==> config.mk <==
export PLATFORM = sky130hd
export DESIGN_NAME = ipv4_header_generator
export DESIGN_NICKNAME = d
export VERILOG_FILES = /design/src/hw/rtl/ipv4hg_pkg.sv /design/src/hw/rtl/ipv4hg_hdr_build.sv /design/src/hw/rtl/ipv4hg_out_stage.sv /design/src/hw/rtl/ipv4_header_generator.sv
export VERILOG_INCLUDE_DIRS = /design/src /design/src/hw/rtl
export SDC_FILE = /design/constraint.sdc
export NUM_CORES = 1
export LEC_CHECK = 0
export BUFFER_PORTS_ARGS = -buffer_cell sky130_fd_sc_hd__buf_2
export CAP_MARGIN = 25
export CORE_ASPECT_RATIO = 1.2
export CORE_MARGIN = 2
export CORE_UTILIZATION = 45
export CTS_CLUSTER_SIZE = 30
export DETAILED_ROUTE_END_ITERATION = 12
export PLACE_DENSITY = 0.59
export SYNTH_ARGS = -nofsm -noshare
export SYNTH_HDL_FRONTEND = slang
export SYNTH_HIERARCHICAL = 1
export SYNTH_SLANG_ARGS = --single-unit
==> constraint.sdc <==
create_clock -name clk -period 9.5 [get_ports clk]
set_clock_uncertainty 0.1 [all_clocks]
set_input_delay 0.95 -clock clk [delete_from_list [all_inputs] [get_ports clk]]
set_output_delay 0.95 -clock clk [all_outputs]
set_load 0.03 [all_outputs]
==> src/hw/rtl/ipv4_header_generator_defines.svh <==
// Assertion macros for the IPv4 header generator.
// Used by the top level; relies on clk and rst being in scope.
`ifndef IPV4_HEADER_GENERATOR_DEFINES_SVH
`define IPV4_HEADER_GENERATOR_DEFINES_SVH

`ifndef SYNTHESIS
// Check an implication property on every clock edge outside reset.
`define IPV4HG_ASSERT(lbl, prop) \
  lbl: assert property (@(posedge clk) disable iff (rst) prop) \
    else $error("ipv4hg assertion failed");
// Check a property that must also hold while reset is applied.
`define IPV4HG_ASSERT_ALWAYS(lbl, prop) \
  lbl: assert property (@(posedge clk) prop) \
    else $error("ipv4hg assertion failed");
`else
`define IPV4HG_ASSERT(lbl, prop)
`define IPV4HG_ASSERT_ALWAYS(lbl, prop)
`endif

`endif

==> src/hw/rtl/ipv4hg_pkg.sv <==
// Shared types and constants of the IPv4 header generator.
// No dependencies; imported by every module of the block.
package ipv4hg_pkg;

  localparam int NumWords = 5;
  localparam int CfgIdxW  = 8;

  localparam logic [2:0]  LastIdx    = 3'd4;
  localparam logic [15:0] MaxPayload = 16'd65515;
  localparam logic [15:0] HdrBytes   = 16'd20;
  localparam logic [7:0]  VerIhl     = 8'h45;
  localparam logic [7:0]  TosValue   = 8'h00;
  localparam logic [15:0] FlagsDf    = 16'h4000;
  localparam logic [7:0]  TtlValue   = 8'd64;
  localparam logic [15:0] IdentReset = 16'd1;
  localparam logic [31:0] BcastAddr  = 32'hFFFF_FFFF;

  // Configuration register indexes
  localparam logic [CfgIdxW-1:0] CfgLocalIp    = 8'd0;
  localparam logic [CfgIdxW-1:0] CfgSubnetMask = 8'd1;
  localparam logic [CfgIdxW-1:0] CfgGatewayIp  = 8'd2;
  localparam logic [CfgIdxW-1:0] CfgLoopback   = 8'd3;

  typedef logic [31:0] word_t;

  // One finished request: header words plus per-request flags
  typedef struct packed {
    logic [NumWords-1:0][31:0] words;
    word_t                     next_hop;
    logic                      bcast;
    logic                      err;
  } hdr_t;

endpackage

==> src/hw/rtl/ipv4hg_hdr_build.sv <==
// Header builder: fields, checksum, next hop and broadcast for one request.
// Pure combinational; uses ipv4hg_pkg.
module ipv4hg_hdr_build (
  input  ipv4hg_pkg::word_t dest_addr,
  input  logic [7:0]        protocol_num,
  input  logic [15:0]       payload_len,
  input  logic [15:0]       ident,
  input  ipv4hg_pkg::word_t local_ip,
  input  ipv4hg_pkg::word_t subnet_mask,
  input  ipv4hg_pkg::word_t gateway_ip,
  input  logic              loopback_mode,
  output ipv4hg_pkg::hdr_t  hdr
);
  import ipv4hg_pkg::*;

  logic [15:0] ip_len;
  logic [19:0] sum;
  logic [16:0] fold1;
  logic [15:0] fold2;
  logic [15:0] csum;
  logic        err;

  // Total length wraps to 16 bits; it only matters when in range
  assign ip_len = payload_len + HdrBytes;
  assign err    = (payload_len > MaxPayload);

  // Add the nine nonzero header halves, then fold the carries twice
  assign sum = 20'({VerIhl, TosValue}) + 20'(ip_len) + 20'(ident) + 20'(FlagsDf)
             + 20'({TtlValue, protocol_num})
             + 20'(local_ip[31:16]) + 20'(local_ip[15:0])
             + 20'(dest_addr[31:16]) + 20'(dest_addr[15:0]);
  assign fold1 = 17'(sum[15:0]) + 17'(sum[19:16]);
  assign fold2 = fold1[15:0] + 16'(fold1[16]);
  assign csum  = ~fold2;

  always_comb begin
    hdr.err      = err;
    hdr.bcast    = !loopback_mode && (dest_addr == BcastAddr);
    hdr.next_hop = dest_addr;
    if (!loopback_mode && ((dest_addr & subnet_mask) != (local_ip & subnet_mask))) begin
      hdr.next_hop = gateway_ip;
    end
    // Error results carry an all-zero word
    if (err) begin
      hdr.words = '0;
    end else begin
      hdr.words[0] = {VerIhl, TosValue, ip_len};
      hdr.words[1] = {ident, FlagsDf};
      hdr.words[2] = {TtlValue, protocol_num, csum};
      hdr.words[3] = local_ip;
      hdr.words[4] = dest_addr;
    end
  end

endmodule

==> src/hw/rtl/ipv4hg_out_stage.sv <==
// Output serializer: holds one built header and sends it one word per beat.
// Uses ipv4hg_pkg.
module ipv4hg_out_stage (
  input  logic              clk,
  input  logic              rst,
  input  logic              load,
  input  ipv4hg_pkg::hdr_t  hdr_in,
  output logic              free,
  output logic              out_valid,
  input  logic              out_stall,
  output ipv4hg_pkg::word_t header_word,
  output logic [2:0]        word_index,
  output logic              last_word,
  output ipv4hg_pkg::word_t next_hop,
  output logic              dest_broadcast,
  output logic              length_error
);
  import ipv4hg_pkg::*;

  logic       valid;
  logic [2:0] idx;
  hdr_t       hdr;
  logic       accept;
  logic       is_last;

  assign accept  = valid && !out_stall;
  assign is_last = hdr.err || (idx == LastIdx);
  assign free    = !valid || (accept && is_last);

  // Load a new header, or advance one word per accepted beat
  always_ff @(posedge clk) begin
    if (rst) begin
      valid <= 1'b0;
      idx   <= '0;
    end else if (load) begin
      valid <= 1'b1;
      idx   <= '0;
    end else if (accept) begin
      if (is_last) begin
        valid <= 1'b0;
      end else begin
        idx <= idx + 3'd1;
      end
    end
  end

  // Payload holds no reset
  always_ff @(posedge clk) begin
    if (load) begin
      hdr <= hdr_in;
    end
  end

  // Select the current word
  always_comb begin
    case (idx)
      3'd0:    header_word = hdr.words[0];
      3'd1:    header_word = hdr.words[1];
      3'd2:    header_word = hdr.words[2];
      3'd3:    header_word = hdr.words[3];
      3'd4:    header_word = hdr.words[4];
      default: header_word = '0;
    endcase
  end

  assign out_valid      = valid;
  assign word_index     = idx;
  assign last_word      = is_last;
  assign next_hop       = hdr.next_hop;
  assign dest_broadcast = hdr.bcast;
  assign length_error   = hdr.err;

endmodule

==> src/hw/rtl/ipv4_header_generator.sv <==
// IPv4 header generator.
// Input channel (in_valid/in_stall) takes one request per beat: dest_addr,
// protocol_num, payload_len. A request lands in an input register; the
// header builder works on it there and the result moves into the output
// serializer, which sends five 32-bit header words (word_index 0..4,
// last_word on word 4) on the output channel (out_valid/out_stall), one
// per cycle while out_stall is low. A payload over 65515 bytes yields one error beat instead and
// leaves the identification counter alone.
// A request passes through the input register, then the serializer,
// before its first word is valid on the output channel.
// Throughput is set by the single output word port: a header goes out word
// by word, and an error result is a single beat. The input register takes the
// next request while the previous header is still being sent.
// Receiver stall holds the current word; in_stall is high while the input
// register is full and the serializer cannot load it.
// Configuration (cfg_valid/cfg_ready, cfg_index, cfg_data) is always ready;
// indexes beyond the register list are dropped. Write it only while idle.
// Reset (rst, synchronous) empties both stages, clears the registers and
// sets the identification counter to 1.
module ipv4_header_generator (
  input  logic                                  clk,
  input  logic                                  rst,
  input  logic                                  cfg_valid,
  output logic                                  cfg_ready,
  input  logic [ipv4hg_pkg::CfgIdxW-1:0]        cfg_index,
  input  ipv4hg_pkg::word_t                     cfg_data,
  input  logic                                  in_valid,
  output logic                                  in_stall,
  input  ipv4hg_pkg::word_t                     dest_addr,
  input  logic [7:0]                            protocol_num,
  input  logic [15:0]                           payload_len,
  output logic                                  out_valid,
  input  logic                                  out_stall,
  output ipv4hg_pkg::word_t                     header_word,
  output logic [2:0]                            word_index,
  output logic                                  last_word,
  output ipv4hg_pkg::word_t                     next_hop,
  output logic                                  dest_broadcast,
  output logic                                  length_error
);
  import ipv4hg_pkg::*;

  `include "ipv4_header_generator_defines.svh"

  word_t       local_ip;
  word_t       subnet_mask;
  word_t       gateway_ip;
  logic        loopback_mode;
  logic [15:0] ident;

  logic        in_q_valid;
  word_t       in_dest;
  logic [7:0]  in_proto;
  logic [15:0] in_len;

  logic        in_accept;
  logic        free;
  logic        load;
  hdr_t        built;

  assign cfg_ready = 1'b1;

  // Write configuration registers; drop unknown indexes
  always_ff @(posedge clk) begin
    if (rst) begin
      local_ip      <= '0;
      subnet_mask   <= '0;
      gateway_ip    <= '0;
      loopback_mode <= 1'b0;
    end else if (cfg_valid && cfg_ready) begin
      case (cfg_index)
        CfgLocalIp:    local_ip      <= cfg_data;
        CfgSubnetMask: subnet_mask   <= cfg_data;
        CfgGatewayIp:  gateway_ip    <= cfg_data;
        CfgLoopback:   loopback_mode <= cfg_data[0];
        default: ;
      endcase
    end
  end

  // Input register: hold a request until the serializer frees up
  assign load      = in_q_valid && free;
  assign in_stall  = in_q_valid && !free;
  assign in_accept = in_valid && !in_stall;

  always_ff @(posedge clk) begin
    if (rst) begin
      in_q_valid <= 1'b0;
    end else if (in_accept) begin
      in_q_valid <= 1'b1;
    end else if (load) begin
      in_q_valid <= 1'b0;
    end
  end

  always_ff @(posedge clk) begin
    if (in_accept) begin
      in_dest  <= dest_addr;
      in_proto <= protocol_num;
      in_len   <= payload_len;
    end
  end

  // Advance the identification only for good headers
  always_ff @(posedge clk) begin
    if (rst) begin
      ident <= IdentReset;
    end else if (load && !built.err) begin
      ident <= ident + 16'd1;
    end
  end

  ipv4hg_hdr_build u_build (
    .dest_addr     (in_dest),
    .protocol_num  (in_proto),
    .payload_len   (in_len),
    .ident         (ident),
    .local_ip      (local_ip),
    .subnet_mask   (subnet_mask),
    .gateway_ip    (gateway_ip),
    .loopback_mode (loopback_mode),
    .hdr           (built)
  );

  ipv4hg_out_stage u_out (
    .clk            (clk),
    .rst            (rst),
    .load           (load),
    .hdr_in         (built),
    .free           (free),
    .out_valid      (out_valid),
    .out_stall      (out_stall),
    .header_word    (header_word),
    .word_index     (word_index),
    .last_word      (last_word),
    .next_hop       (next_hop),
    .dest_broadcast (dest_broadcast),
    .length_error   (length_error)
  );

  // Error beats are single, zero, index-0 results
  `IPV4HG_ASSERT(a_err_beat, (out_valid && length_error) |-> (last_word && word_index == 3'd0 && header_word == '0))
  // A rejected request never advances the identification
  `IPV4HG_ASSERT(a_ident_hold, (load && built.err) |=> $stable(ident))
  // A waiting request stays until it moves to the serializer
  `IPV4HG_ASSERT(a_in_hold, (in_q_valid && !load) |=> in_q_valid)
  // Loading only happens into an empty or finishing serializer
  `IPV4HG_ASSERT_ALWAYS(a_load_free, load |-> (!out_valid || (!out_stall && last_word)))

endmodule
==> key figures <==
Status
  – Outcome: completed

CTS
  – Post-CTS sizing: 0
  – Setup Fix Bufs, Post-CTS: 0
  – Number of H-tree levels: 2
  – Clock Sinks: 368
  – Clock slew at reported path FFs: around 60 ps
  – Clock Latency Late Sink: 540 ps
  – Clock Tree Root: clkbuf_16
  – CTS buffer count: 39
  – CTS tree: built
  – CTS hold repair buffers: 0
  – Maximum clock insertion buffer count: 3

Synth
  – Post-synth EDFFs: 250
  – Syn Area/Cell: 10.86 sq um
  – Top-area cell type share of the netlist area: 39.95%
  – YS warnings: 6
  – Cell Area, Synth: ~19000 sq um
  – Area leader, netlist: edfxtp_1
  – Yosys cell types: 76
  – Ys flop type: edfxtp_1
  – FFs w/ async S/R, synth: 0%
  – Register area share after synthesis: 52.52%
  – Top post-synthesis cells by area: edfxtp_1 40%, dfxtp_1 13%, fa_1 7.6%
  – Syn Inst Count: approximately 1700
  – #FFs+latches synth: 368

Power
  – Static leakage: 8.089 nW
  – Power, Total: 4.799 mW
  – Pwr/cell area: 228.4 nW/um^2
  – Peak supply drop: around 0.12 mV

Global routing
  – Total GRT Usage: 23.57%
  – GR Util met3: 3.308%
  – GRT overflow: 0
  – Vias in the first global route: approximately 13000
  – Largest net degree at the start of global routing: 93
  – Met1 track demand over resource: between 30 and 40%
  – GR peak layer: met2
  – Global-route wire length before repair: 76.80 mm
  – Met2 GRT Util: 40.85%
  – Initial antenna violation count: 1

Detailed routing
  – DR DRC count: 0
  – Via count: between 10000 and 15000
  – Vias per inst: 5.343
  – Final ANT Viol Nets: 0
  – Post-Route WL: 51.11 mm
  – Drt first pass iters: 5
  – DR iter-0 viols: 1210
  – DR WL/cell: between 20 and 25 um

Cells and area
  – Commonest cells after routing, fill and taps aside: 250 x edfxtp_1, 247 x nand2_1, 171 x buf_2
  – Share of cells above drive strength 1: 17.05%
  – Commonest non-fill, non-tap cell in the layout: edfxtp_1
  – # fillers: 3850
  – Layout area overhead: 11.83%
  – Nets: 2061
  – Antenna cells: 0

Setup path
  – Worst path max stage delay: roughly 510 ps
  – Max Fanout on Critical Path: 9
  – R2R cell count: 34
  – R2r endpoint: u_out/hdr[110]$_DFFE_PP_
  – CP startpoint kind: register
  – Most frequent CP cell: fa_1
  – Worst r2r src: in_len[2]$_DFFE_PP_
  – Flop2flop setup slack: 840 ps
  – CP Class: register to register
  – Crit path arrival time: 8800 ps
  – CP Capture Type: register
  – Worst path required time: 9650 ps
  – CP max-delay cell: fa_1

Floorplanning
  – Die Wd: roughly 190 um
  – Die height: roughly 230 um
  – Total die area: 43410 sq um
  – Ports: 174
  – Total core area: between 40000 and 50000 sq um
  – Row Count: 82
  – Initial Util: 45.33%

Timing
  – Worst Max-Slew Pin Slew: 1057 ps
  – RSZ-0062 raised after global routing: false
  – Final hold violation count: 0
  – Worst slew margin relative to its limit: 29.54%
  – Final Cycle Share: 91.12%
  – Fin Setup TNS: 0 ps
  – Fin crit period: 8656 ps
  – Peak Freq: between 0.1 and 0.15 GHz
  – Pins Over Slew Limit: 0
  – Setup Viol. Count Final: 0

Placed design
  – Port Buffers: between 150 and 200
  – Post-detail-place hpwl: 36.70 mm
  – Routability cong.: between 0.8 and 0.9

Job
  – Max Cap Violations: 0

Worst hold path
  – Min-Delay Endpoint: subnet_mask[25]$_SDFFE_PP0P_
  – Hold Startpoint: subnet_mask[25]$_SDFFE_PP0P_
  – Hold crit path type: register to register
  – Hold Path Stages: 2
## cell usage after synthesis (7+ instances only)
library cell,n
a21o_1,7
a21oi_1,122
a222oi_1,32
a22oi_1,18
a22oi_2,30
and3_1,12
buf_2,17
buf_4,74
clkbuf_1,52
dfxtp_1,118
edfxtp_1,250
fa_1,71
ha_1,42
inv_1,169
nand2_1,247
nand3_1,17
nand4_1,20
nor2_1,121
nor2b_1,30
nor3_1,14
nor4_1,9
o21ai_0,40
o21ai_1,35
or3_1,7
xnor2_1,30
xor2_1,51
## through the flow
step | worst slack, ps | hold WS, ps | std cells | util (%) | cell area, sq um
floorplan | 1914 | 331.5 | 1765 | - | 18920
global placement | 1207 | 339.1 | 2352 | 47.61 | 19740
detailed placement | 891.5 | 343.6 | 2352 | 47.61 | 19740
CTS | 864.2 | 351.7 | 2423 | 50.69 | 21010
global route | 183.5 | 367.7 | 2423 | 50.69 | 21010
finish | 843.9 | 349.8 | 2423 | 50.69 | 21010
## registers in the layout (all words and copies together), names as in the netlist, 3 cells and up
register	cells
u_out/hdr	160
gateway_ip	32
in_dest	32
local_ip	32
subnet_mask	32
u_out/next_hop	32
ident	16
in_len	16
in_proto	8
u_out/word_index	3
## cells by family after synthesis
| kind of cell | after synthesis | synth area share [%] |
|---|---|---|
| AO/OA/AOI/OAI | 318 | 11.68 |
| XOR/XNOR | 81 | 3.775 |
| adder cells (fa/ha/maj) | 114 | 10.41 |
| buffers and inverters | 318 | 8.144 |
| flip-flops | 368 | 52.52 |
| multiplexers | 12 | 0.6925 |
| other | 2 | 0.03997 |
| AND/OR/NAND/NOR | 518 | 12.73 |
## worst max-delay path by stage
stage / from / end / cells past startpoint
6_report: in_len[2]$_DFFE_PP_ / u_out/hdr[110]$_DFFE_PP_ / 34
2_1_floorplan: in_len[2]$_DFFE_PP_ / u_out/hdr[110]$_DFFE_PP_ / 34
3_5_place_dp: in_len[2]$_DFFE_PP_ / u_out/hdr[110]$_DFFE_PP_ / 34
3_3_place_gp: in_len[2]$_DFFE_PP_ / u_out/hdr[110]$_DFFE_PP_ / 34
5_1_grt: in_len[2]$_DFFE_PP_ / u_out/hdr[110]$_DFFE_PP_ / 34
4_1_cts: in_len[2]$_DFFE_PP_ / u_out/hdr[110]$_DFFE_PP_ / 34
## final cells by class
| class | instances | area (sq um) | share of cell area [%] |
|---|---|---|---|
| sequential | 368 | 9869 | 46.97 |
| inverter | 169 | 634.4 | 3.019 |
| clock buffer | 49 | 1045 | 4.972 |
| tap | 546 | 683.2 | 3.251 |
| timing repair buffer | 190 | 998.5 | 4.752 |
| multi-input combinational | 1079 | 7550 | 35.93 |
| clock inverter | 22 | 232.7 | 1.108 |
## per-layer routing
layer | routed length, um | vias to the layer above
li1 | - | 6081
met1 | 21050 | 6425
met2 | 25860 | 352
met3 | 2375 | 85
met4 | 1815 | 2
met5 | 13 | -
## critical path: cells and delay by family (launching register included)
kind | cells | cell delay, ps
adder cells (fa/ha/maj) | 8 | 3010
AO/OA/AOI/OAI | 10 | 2170
AND/OR/NAND/NOR | 10 | 1780
XOR/XNOR | 3 | 670
flip-flops | 1 | 480
buffers and inverters | 3 | 160
## power breakdown
part           internal (mW)  switching [mW]  total [mW]  leakage [nW]
logic                  0.506           0.870        1.38          4.14
clock network          0.896           0.645        1.54         0.626
registers               1.84          0.0429        1.88          3.32
total                   3.24            1.56        4.80          8.09
(Power assumes the default switching activity.)
